**src/rtl/u8sd_pkg.sv**
```systemverilog
// Package for the UTF-8 stream decoder: word types, status codes and the
// classified-byte record passed from the front end to the back end.
// No dependencies.
package u8sd_pkg;

	localparam int unsigned FIELD_COUNT_BITS = 24;
	localparam int unsigned CP_BITS = 31;

	// Bits 30:11 of a value in the surrogate range 0xD800..0xDFFF.
	localparam logic [19:0] SURROGATE_HI = 20'h0001B;

	typedef enum logic [1:0] {
		ST_OK        = 2'd0,
		ST_BAD_LEAD  = 2'd1,
		ST_SURROGATE = 2'd2,
		ST_TRUNCATED = 2'd3
	} status_t;

	typedef struct packed {
		logic [7:0] data_byte;
		logic       last_byte;
	} in_item_t;

	typedef struct packed {
		logic [CP_BITS-1:0]          code_point;
		status_t                     status;
		logic [FIELD_COUNT_BITS-1:0] point_count;
		logic                        string_done;
	} out_item_t;

	// One input byte with both of its possible readings worked out.
	typedef struct packed {
		logic [7:0] data_byte;
		logic       last_byte;
		logic       bad_lead;
		logic [2:0] lead_rem;
		logic [6:0] lead_val;
	} cls_item_t;

endpackage

```
**src/rtl/u8sd_front.sv**
```systemverilog
// Front end of the UTF-8 stream decoder: takes input words and classifies
// each byte as a lead byte. Depends on u8sd_pkg.
module u8sd_front (
	input  logic                in_valid,
	output logic                in_ready,
	input  u8sd_pkg::in_item_t  in_item,
	input  logic                q_full,
	output logic                q_push,
	output u8sd_pkg::cls_item_t q_item
);
	import u8sd_pkg::*;

	assign in_ready = !q_full;
	assign q_push   = in_valid && !q_full;

	always_comb begin
		q_item.data_byte = in_item.data_byte;
		q_item.last_byte = in_item.last_byte;
		q_item.bad_lead  = 1'b0;
		q_item.lead_rem  = 3'd0;
		q_item.lead_val  = 7'd0;
		priority casez (in_item.data_byte)
			8'b0???????: begin
				q_item.lead_val = in_item.data_byte[6:0];
			end
			8'b10??????: begin
				q_item.bad_lead = 1'b1;
			end
			8'b110?????: begin
				q_item.lead_rem = 3'd1;
				q_item.lead_val = {2'b0, in_item.data_byte[4:0]};
			end
			8'b1110????: begin
				q_item.lead_rem = 3'd2;
				q_item.lead_val = {3'b0, in_item.data_byte[3:0]};
			end
			8'b11110???: begin
				q_item.lead_rem = 3'd3;
				q_item.lead_val = {4'b0, in_item.data_byte[2:0]};
			end
			8'b111110??: begin
				q_item.lead_rem = 3'd4;
				q_item.lead_val = {5'b0, in_item.data_byte[1:0]};
			end
			8'b1111110?: begin
				q_item.lead_rem = 3'd5;
				q_item.lead_val = {6'b0, in_item.data_byte[0]};
			end
			default: begin
				q_item.bad_lead = 1'b1;
			end
		endcase
	end

endmodule

```
**src/rtl/u8sd_queue.sv**
```systemverilog
// Two-entry queue of classified bytes between the decoder's front and back
// ends. Depends on u8sd_pkg.
module u8sd_queue (
	input  logic                clk,
	input  logic                arst_n,
	input  logic                push,
	input  u8sd_pkg::cls_item_t push_item,
	output logic                full,
	input  logic                pop,
	output logic                avail,
	output u8sd_pkg::cls_item_t head_item
);
	import u8sd_pkg::*;

	cls_item_t  entry_q [2];
	logic       wr_ptr_q;
	logic       rd_ptr_q;
	logic [1:0] count_q;

	assign full      = (count_q == 2'd2);
	assign avail     = (count_q != 2'd0);
	assign head_item = entry_q[rd_ptr_q];

	always_ff @(posedge clk) begin
		if (push) begin
			entry_q[wr_ptr_q] <= push_item;
		end
	end

	always_ff @(posedge clk or negedge arst_n) begin
		if (!arst_n) begin
			wr_ptr_q <= 1'b0;
			rd_ptr_q <= 1'b0;
			count_q  <= 2'd0;
		end else begin
			if (push) begin
				wr_ptr_q <= !wr_ptr_q;
			end
			if (pop) begin
				rd_ptr_q <= !rd_ptr_q;
			end
			unique case ({push, pop})
				2'b10:   count_q <= count_q + 2'd1;
				2'b01:   count_q <= count_q - 2'd1;
				default: count_q <= count_q;
			endcase
		end
	end

endmodule

```
**src/rtl/u8sd_back.sv**
```systemverilog
// Back end of the UTF-8 stream decoder: sequence state, code point assembly,
// error handling and the output register. Depends on u8sd_pkg.
module u8sd_back #(
	parameter int unsigned COUNT_BITS = 24
) (
	input  logic                clk,
	input  logic                arst_n,
	input  logic                q_avail,
	input  u8sd_pkg::cls_item_t q_item,
	output logic                q_pop,
	output logic                out_valid,
	input  logic                out_ready,
	output u8sd_pkg::out_item_t out_item
);
	import u8sd_pkg::*;

	localparam int unsigned CW = (COUNT_BITS < FIELD_COUNT_BITS) ? COUNT_BITS
	                                                              : FIELD_COUNT_BITS;

	logic [2:0]         rem_q;
	logic [CP_BITS-1:0] acc_q;
	logic [CW-1:0]      total_q;
	logic               disc_q;
	logic               out_valid_q;
	out_item_t          out_q;

	logic               bad;
	logic [2:0]         rem_n;
	logic [CP_BITS-1:0] acc_n;
	logic [CW-1:0]      total_inc;
	logic               emit;
	out_item_t          res;
	logic [2:0]         rem_d;
	logic [CP_BITS-1:0] acc_d;
	logic [CW-1:0]      total_d;
	logic               disc_d;

	assign q_pop     = q_avail && (!out_valid_q || out_ready);
	assign out_valid = out_valid_q;
	assign out_item  = out_q;
	assign total_inc = (&total_q) ? total_q : total_q + 1'b1;

	always_comb begin
		if (rem_q == 3'd0) begin
			bad   = q_item.bad_lead;
			rem_n = q_item.lead_rem;
			acc_n = CP_BITS'(q_item.lead_val);
		end else begin
			bad   = 1'b0;
			rem_n = rem_q - 3'd1;
			acc_n = {acc_q[CP_BITS-7:0], q_item.data_byte[5:0]};
		end
	end

	always_comb begin
		emit            = 1'b0;
		res.code_point  = '0;
		res.status      = ST_OK;
		res.point_count = FIELD_COUNT_BITS'(total_q);
		res.string_done = q_item.last_byte;
		rem_d           = rem_q;
		acc_d           = acc_q;
		total_d         = total_q;
		disc_d          = disc_q;
		priority if (disc_q) begin
			// Dropping the rest of a string after an error.
		end else if (bad || (rem_n == 3'd0 && acc_n[CP_BITS-1:11] == SURROGATE_HI)) begin
			emit       = 1'b1;
			res.status = bad ? ST_BAD_LEAD : ST_SURROGATE;
			rem_d      = 3'd0;
			acc_d      = '0;
			disc_d     = 1'b1;
		end else if (rem_n != 3'd0) begin
			rem_d = rem_n;
			acc_d = acc_n;
			if (q_item.last_byte) begin
				emit       = 1'b1;
				res.status = ST_TRUNCATED;
			end
		end else begin
			emit            = 1'b1;
			res.code_point  = acc_n;
			res.point_count = FIELD_COUNT_BITS'(total_inc);
			rem_d           = 3'd0;
			acc_d           = '0;
			total_d         = total_inc;
		end
		// The end of a string returns all state to zero.
		if (q_item.last_byte) begin
			rem_d   = 3'd0;
			acc_d   = '0;
			total_d = '0;
			disc_d  = 1'b0;
		end
	end

	always_ff @(posedge clk) begin
		if (q_pop && emit) begin
			out_q <= res;
		end
	end

	always_ff @(posedge clk or negedge arst_n) begin
		if (!arst_n) begin
			rem_q       <= 3'd0;
			acc_q       <= '0;
			total_q     <= '0;
			disc_q      <= 1'b0;
			out_valid_q <= 1'b0;
		end else begin
			if (q_pop) begin
				rem_q       <= rem_d;
				acc_q       <= acc_d;
				total_q     <= total_d;
				disc_q      <= disc_d;
				out_valid_q <= emit;
			end else if (out_ready) begin
				out_valid_q <= 1'b0;
			end
		end
	end

endmodule

```
**src/rtl/utf8_stream_decoder.sv**
```systemverilog
// Top level of the UTF-8 stream decoder: front end, queue and back end.
// Depends on u8sd_pkg, u8sd_front, u8sd_queue and u8sd_back.
//
// Usage: one UTF-8 byte enters per input word on in_valid/in_ready, with
// last_byte marking the final byte of a string. Each completed code point
// leaves as one output word on out_valid/out_ready with a saturating count
// of the points decoded so far in the string. A bad lead byte, a surrogate
// or a string that ends inside a sequence gives one error word with a zero
// code point; the remaining bytes of that string then give no words.
// A byte that neither completes a point nor shows an error gives no word.
// Throughput is one byte per cycle while the output is not stalled. An
// accepted byte is written into the queue, and from the head of the queue
// the sequence unit decodes it into the output register.
// The two-entry queue takes bytes while the output word waits; when the
// receiver stalls, it fills and in_ready drops after at most two more bytes.
// Reset empties the queue and the output register and clears all string
// state; the block is ready as soon as reset is released.
module utf8_stream_decoder #(
	parameter int unsigned COUNT_BITS = 24
) (
	input  logic                clk,
	input  logic                arst_n,
	input  logic                in_valid,
	output logic                in_ready,
	input  u8sd_pkg::in_item_t  in_item,
	output logic                out_valid,
	input  logic                out_ready,
	output u8sd_pkg::out_item_t out_item
);
	import u8sd_pkg::*;

	cls_item_t push_item;
	cls_item_t head_item;
	logic      push;
	logic      pop;
	logic      full;
	logic      avail;

	u8sd_front u_front (
		.in_valid (in_valid),
		.in_ready (in_ready),
		.in_item  (in_item),
		.q_full   (full),
		.q_push   (push),
		.q_item   (push_item)
	);

	u8sd_queue u_queue (
		.clk       (clk),
		.arst_n    (arst_n),
		.push      (push),
		.push_item (push_item),
		.full      (full),
		.pop       (pop),
		.avail     (avail),
		.head_item (head_item)
	);

	u8sd_back #(
		.COUNT_BITS (COUNT_BITS)
	) u_back (
		.clk       (clk),
		.arst_n    (arst_n),
		.q_avail   (avail),
		.q_item    (head_item),
		.q_pop     (pop),
		.out_valid (out_valid),
		.out_ready (out_ready),
		.out_item  (out_item)
	);

endmodule

```
**config.mk**
```make
export PLATFORM = sky130hd
export DESIGN_NAME = utf8_stream_decoder
export DESIGN_NICKNAME = d
export VERILOG_FILES = /design/src/rtl/u8sd_pkg.sv /design/src/rtl/u8sd_front.sv /design/src/rtl/u8sd_queue.sv /design/src/rtl/u8sd_back.sv /design/src/rtl/utf8_stream_decoder.sv
export SDC_FILE = /design/constraint.sdc
export NUM_CORES = 1
export LEC_CHECK = 0
export ABC_AREA = 0
export BUFFER_PORTS_ARGS = -buffer_cell sky130_fd_sc_hd__buf_2
export CELL_PAD_IN_SITES_DETAIL_PLACEMENT = 1
export CELL_PAD_IN_SITES_GLOBAL_PLACEMENT = 1
export CORE_UTILIZATION = 37
export CTS_BUF_LIST = sky130_fd_sc_hd__clkbuf_8
export CTS_CLUSTER_SIZE = 24
export DETAILED_ROUTE_END_ITERATION = 10
export GPL_TIMING_DRIVEN = 0
export PLACE_DENSITY_LB_ADDON = 0.1
export SLEW_MARGIN = 10
export SYNTH_ARGS = -nofsm -noshare
export SYNTH_HDL_FRONTEND = slang
export SYNTH_SLANG_ARGS = --single-unit
export TNS_END_PERCENT = 30
```
**constraint.sdc**
```tcl
create_clock -name clk -period 10.2 [get_ports clk]
set_input_delay 1.02 -clock clk [delete_from_list [all_inputs] [get_ports clk]]
set_output_delay 1.02 -clock clk [all_outputs]
set_load 0.02 [all_outputs]
```
# Word level (Yosys, flattened, before mapping)

Memory sizes are Yosys's and may differ from the RTL's.
Cells that the tools add are included.

Bitwise logic cells: 1
Reduce and logical (&&, ||, !) cells: 20
Eq/ne operators: 10
Mux-type cells: 36
$add $sub $neg: 4

Operators by type and width:

| kind                  | number |
|---|---|
| $mux 24               | 6 |
| $mux 25               | 4 |
| $pmux 7 s6            | 1 |
| $mux 31               | 1 |
| $add 24x1->24 const B | 1 |
| $reduce_and 24->1     | 1 |
| $eq 20x5->1 const B   | 1 |
| $mux 3                | 5 |
| $pmux 3 s5            | 1 |
| $mux 1                | 13 |
| $mux 2                | 4 |
| $eq 7x7->1 const B    | 1 |
| $eq 6x6->1 const B    | 1 |
| $logic_not 3->1       | 2 |
| $reduce_bool 2->1     | 3 |
| $reduce_or 6->1       | 1 |
| $eq 5x5->1 const B    | 1 |
| $eq 2x2->1 const B    | 2 |
| $eq 4x4->1 const B    | 1 |
| $logic_and 1x1->1     | 4 |
| $logic_not 1->1       | 4 |
| $pmux 2 s2            | 1 |
| $eq 3x3->1 const B    | 1 |
| $reduce_bool 3->1     | 1 |
| other kinds (9)       | 10 |

RAM bits: 40
Memories kept: 1
Flip-flop bits (word level): 116
Output and inout port bits: 60
Logic and storage cells: 84

Memories:

| memory          | depth | bits a word | read ports | clocked after Yosys merged registers in | write ports | RTL line         | source |
|---|---|---|---|---|---|---|---|
| u_queue.entry_q | 2     | 20          | 1          | 0                                       | 1           | u8sd_queue.sv:15 | `cls_item_t entry_q [2];` |

# Logic depth before layout (Yosys ltp)

Depth after elaboration: 8
Depth in mapped cells: 11
Depth with buffers taken out: 9

# Cells and area by module

From an unflattened synthesis, not the netlist that was laid out.

Cells, all modules: 595
Area, all modules: 7310.8 um^2

By module, submodules not included:

| module     | instances | cells each | area each (um^2) |
|---|---|---|---|
| u8sd_back  | 1         | 482        | 5446.5 |
| u8sd_queue | 1         | 78         | 1637.8 |
| u8sd_front | 1         | 35         | 226.5 |

# Worst setup path before layout

Ideal clock, no wire load.

Path type: reg-to-reg
Start point: register u_back.rem_q[0]
End point: register u_back.out_q, in the netlist u_back.out_item[0] (enable)
Data arrival time: 6200 ps
Stages on the path, launching flop included: 8
Buffers on the path: 2
Path slack: 3418 ps
Data required time: 9618 ps
Cells stage by stage: dfrtp_1 -> inv_1 -> ha_1 -> ha_1 -> clkbuf_1 -> clkbuf_1 -> nand2_1 -> a311oi_1

Cells in the longest elaborated chain, start to end: 8
Elaborated cells between the ends (all ways): 14

Ends and longest elaborated chain:

| element                                        | RTL line                         | source |
|---|---|---|
| from (decl)                                    | u8sd_back.sv:20                  | `logic [2:0] rem_q;` |
| from (signal assigned)                         | u8sd_back.sv:112                 | `rem_q <= rem_d;` |
| $sub 3x1->3 or $logic_not 3->1 (tied branches) | u8sd_back.sv:50, u8sd_back.sv:44 |  |
| $mux 3 or $mux 31 (tied branches)              | u8sd_back.sv:44                  | `if (rem_q == 3'd0) begin` |
| $logic_not 3->1 or $eq 20x5->1 (tied branches) | u8sd_back.sv:67                  | `end else if (bad \|\| (rem_n == 3'd0 && acc_n[CP_BITS-1:11] == SURROGATE_HI)) begin` |
| $logic_and 1x1->1                              | u8sd_back.sv:67                  |  |
| $logic_or 1x1->1                               | u8sd_back.sv:67                  |  |
| $mux 1 *                                       | u8sd_back.sv:67                  |  |
| $mux 1 *                                       | u8sd_back.sv:65                  | `priority if (disc_q) begin` |
| $logic_and 1x1->1 *                            | u8sd_back.sv:98                  | `if (q_pop && emit) begin` |
| to (signal assigned)                           | u8sd_back.sv:99                  | `out_q <= res;` |
| to (decl)                                      | u8sd_back.sv:25                  | `out_item_t out_q;` |

Every way passes the cells marked *; elsewhere a longest branch is shown, timed or not.
A chain may end at the register's enable or synchronous reset.

# Worst setup path in the final report

Start point: register u_back.rem_q[0]
End point: register u_back.out_q, in the netlist u_back.out_item[56] (enable)

Same word-level chain as after synthesis.

==> metrics.md <==
| Metric | Value |
|---|---|
| Outcome | finished clean |
| Via density | 5.28 |
| Minimum clock period after layout | 3.58 ns |
| RSZ-0062 raised after global routing | no |
| Slew @ Worst Pin | 0.932 ns |
| Ports | 73 |
| Clock Sinks | 152 |
| Unique masters post-synth | 48 |
| DRT iter0 DRCs | 270 |
| Final Skew | 0.0113 ns |
| DRT antenna net count | 0 |
| Clk pin slew, worst setup/hold paths | 0.08 ns |
| Antenna cells | 0 |
| Register area share after synthesis | 63.3% |
| Gpl congestion | 0.834 |
| Cell taking the most area after synthesis | edfxtp_1 |
| Fin cells | 866 |
| Leading register cell type out of synthesis | edfxtp_1 |
| #FFs+latches synth | 152 |
| Clock latency on the worst-skew pair | 0.45 ns |
| Post-CTS Resized | 0 |
| Mapped Nets | 546 |
| Longest Clk Path Bufs | 2 |
| Mean Syn Cell Area | 12.8 um2 |
| I/O Buffers | 72 |
| H-tree depth | 4 |
| R2r setup slk | 6.62 ns |
| Via count | 4571 |
| Critical Path Fanout Max | 18 |
| Hold buffer count at CTS | 0 |
| Die ar. | 18800 um2 |
| Worst setup SP type | flop |
| EDFF count, synth | 94 |
| All-Layer GR Usage | 18.4% |
| Die height | 137 um |
| Max cap viols | 0 |
| Clock Tree Root | clkbuf_8 |
| Critical path class | reg -> reg |
| Worst hold-check path type | reg -> reg |
| Critical path endpoint category | flop |
| Std-Cell Rows | 49 |
| DR WL/cell | 18.2 um |
| CORE AREA | 17900 um2 |
| Worst endpoint required time | 10.35 ns |
| Warnings, synthesis | 0 |
| Final #Nets | 641 |
| Synthesized instance count | 529 |
| Max-slew violations | 0 |
| Post-synth design cell area | 6760 um2 |
| Area contributors post-synth | edfxtp_1, dfrtp_1, a22o_1 |
| Largest net degree at the start of global routing | 59 |
| Power density over the cells | 286 nW/um2 |
| Asr flop ratio synth | 38.2% |
| # DRC | 0 |
| Dpl cells | 834 |
| # Post-CTS Setup Buffers | 0 |
| Antenna violations before repair | 0 |
| Post-DP HPWL | 11100 um |
| GRT overflow | 0 |
| Top-area cell type share of the netlist area | 41.8% |
| Worst R2R Start | u_back.rem_q[0] |
| Die Wd | 137 um |
| Wirelength, routed | 15700 um |
| Max Clk Rate | 279 MHz |
| TritonCTS buffer count | 17 |
| VDD IR-drop max | 0.000143 V |
| Max_slew headroom | 37.9% |
| Worst Setup SP | u_back.rem_q[0] |
| Layout Area Growth over Synthesis | 17.0% |
| TritonRoute pass-1 iters | 4 |
| Vias in the first global route | 4778 |
| Final setup viols | 0 |
| Worst EP arrival | 3.73 ns |
| Share of layout cells above drive strength 1 | 21.5% |
| Initial Utilization | 37.7% |
| Total negative slack | 0 ns |
| CTS tree | done |
| First-pass GRT wire length | 26100 um |
| Hold_sp | u_back.out_valid |
| Period utilization | 35.1% |
| Leak | 0.00316 uW |
| Fin. Hold Viols | 0 |
## metrics by stage
step                      cell area (um2)  hold WS (ns)  util, %  setup slack, ns  power, uW
after CTS                            7900         0.517     44.2             6.55       2300
after global routing                 7900         0.535     44.2             6.38       2400
final                                7900         0.511     44.2             6.62       2260
after global placement               7400         0.484     41.4            0.831       1780
after detailed placement             7470         0.495     41.8             6.58       1800
after floorplan                      6760         0.461        -             3.42       1500
## layout make-up
| cell class | count | area (um2) |
|---|---|---|
| plain buffers | 32 | 158 |
| clock buffers | 19 | 262 |
| clock inverters | 13 | 168 |
| fillers | 1932 | 10000 |
| inverters | 15 | 56.3 |
| multi-input cells | 330 | 2290 |
| flip-flops and latches | 152 | 4270 |
| well taps | 229 | 287 |
| repair buffers | 76 | 412 |
## registers in the layout, summed over array words and instances (netlist names)
signal	flops
u_back.total_q	24
u_back.out_item	58
u_back.out_valid	1
u_queue.rd_ptr_q	1
u_back.disc_q	1
u_queue.wr_ptr_q	1
u_back.rem_q	3
u_queue.count_q	2
u_back.acc_q	25
u_queue.entry_q	36
## layer usage
| layer | up-vias | share of wire, % | track usage, % |
|---|---|---|---|
| met1 | 2297 | 47 | 25.6 |
| met2 | 86 | 48 | 28.7 |
| met5 | - | 0 | 0 |
| met4 | 0 | 1.3 | 6.29 |
| li1 | 2169 | - | - |
| met3 | 19 | 3.6 | 3.59 |
## cells in the mapped netlist (4+ instances only)
cell type  instances
a22o_1            27
clkbuf_1          18
dfrtp_1           58
o31ai_1            5
a21oi_1           11
o211ai_1           7
xor2_1             4
buf_2              6
inv_1             15
nor2_1            15
xnor2_1           24
ha_1               4
nand3_1           32
nor4_1             7
or4_1              9
mux2i_1           14
nand4_1           21
o21ai_0           11
and3_1             8
nand2b_1           4
nand2_1           42
o311ai_1           6
edfxtp_1          94
nor3_1             8
a21boi_0           4
mux4_2             6
and2_1            36
## worst paths after layout
path / endpoint / cells past startpoint
min in group asynchronous: u_back.total_q[13] / 1
max: u_back.out_item[56] / 9
max in group asynchronous: u_back.acc_q[5] / 1
max reg2reg: u_back.out_item[56] / 9
min reg2reg: u_back.out_valid / 1
min: u_back.out_valid / 1
## worst max-delay path, stage by stage, from the launching register on
cell	delay, ns
dfrtp_1	0.41
inv_1	0.07
ha_1	0.15
ha_1	0.15
clkbuf_1	0.34
mux2i_1	0.29
or3_1	0.53
a311oi_4	0.88
buf_8	0.26
buf_6	0.21
## report_power, final
group | total, uW | switching (uW) | internal (uW)
clock | 494 | 236 | 258
combinational | 835 | 581 | 254
sequential | 934 | 57.6 | 876
## layout by cell type (no fill, tap or decap), drive strengths merged, types with 2 or more instances in the layout
| cell | n |
|---|---|
| ha | 4 |
| nor2 | 16 |
| nand2b | 4 |
| nand3 | 32 |
| inv | 19 |
| nand4 | 21 |
| nor4 | 8 |
| a21boi | 4 |
| nor2b | 3 |
| bufinv | 3 |
| clkbuf | 37 |
| or3 | 2 |
| dfrtp | 58 |
| or4 | 9 |
| and3 | 8 |
| a211o | 2 |
| o21ai | 12 |
| nor3 | 11 |
| xor2 | 4 |
| clkinv | 4 |
| a21oi | 11 |
| o31ai | 5 |
| mux4 | 6 |
| nand2 | 44 |
| mux2i | 14 |
| buf | 90 |
| edfxtp | 94 |
| o211ai | 7 |
| and2 | 36 |
| o311ai | 6 |
| a22o | 27 |
| xnor2 | 24 |
| clkinvlp | 2 |
## logic make-up after synthesis
| family | Yosys count | synth area share [%] |
|---|---|---|
| simple gates | 198 | 16.1 |
| flops | 152 | 63.3 |
| compound gates | 79 | 8.76 |
| buf+inv | 47 | 3.17 |
| xor+xnor | 28 | 3.63 |
| mux | 21 | 4.30 |
| fa+ha+maj | 4 | 0.741 |
Note: power is estimated with default switching activity, not from simulation.
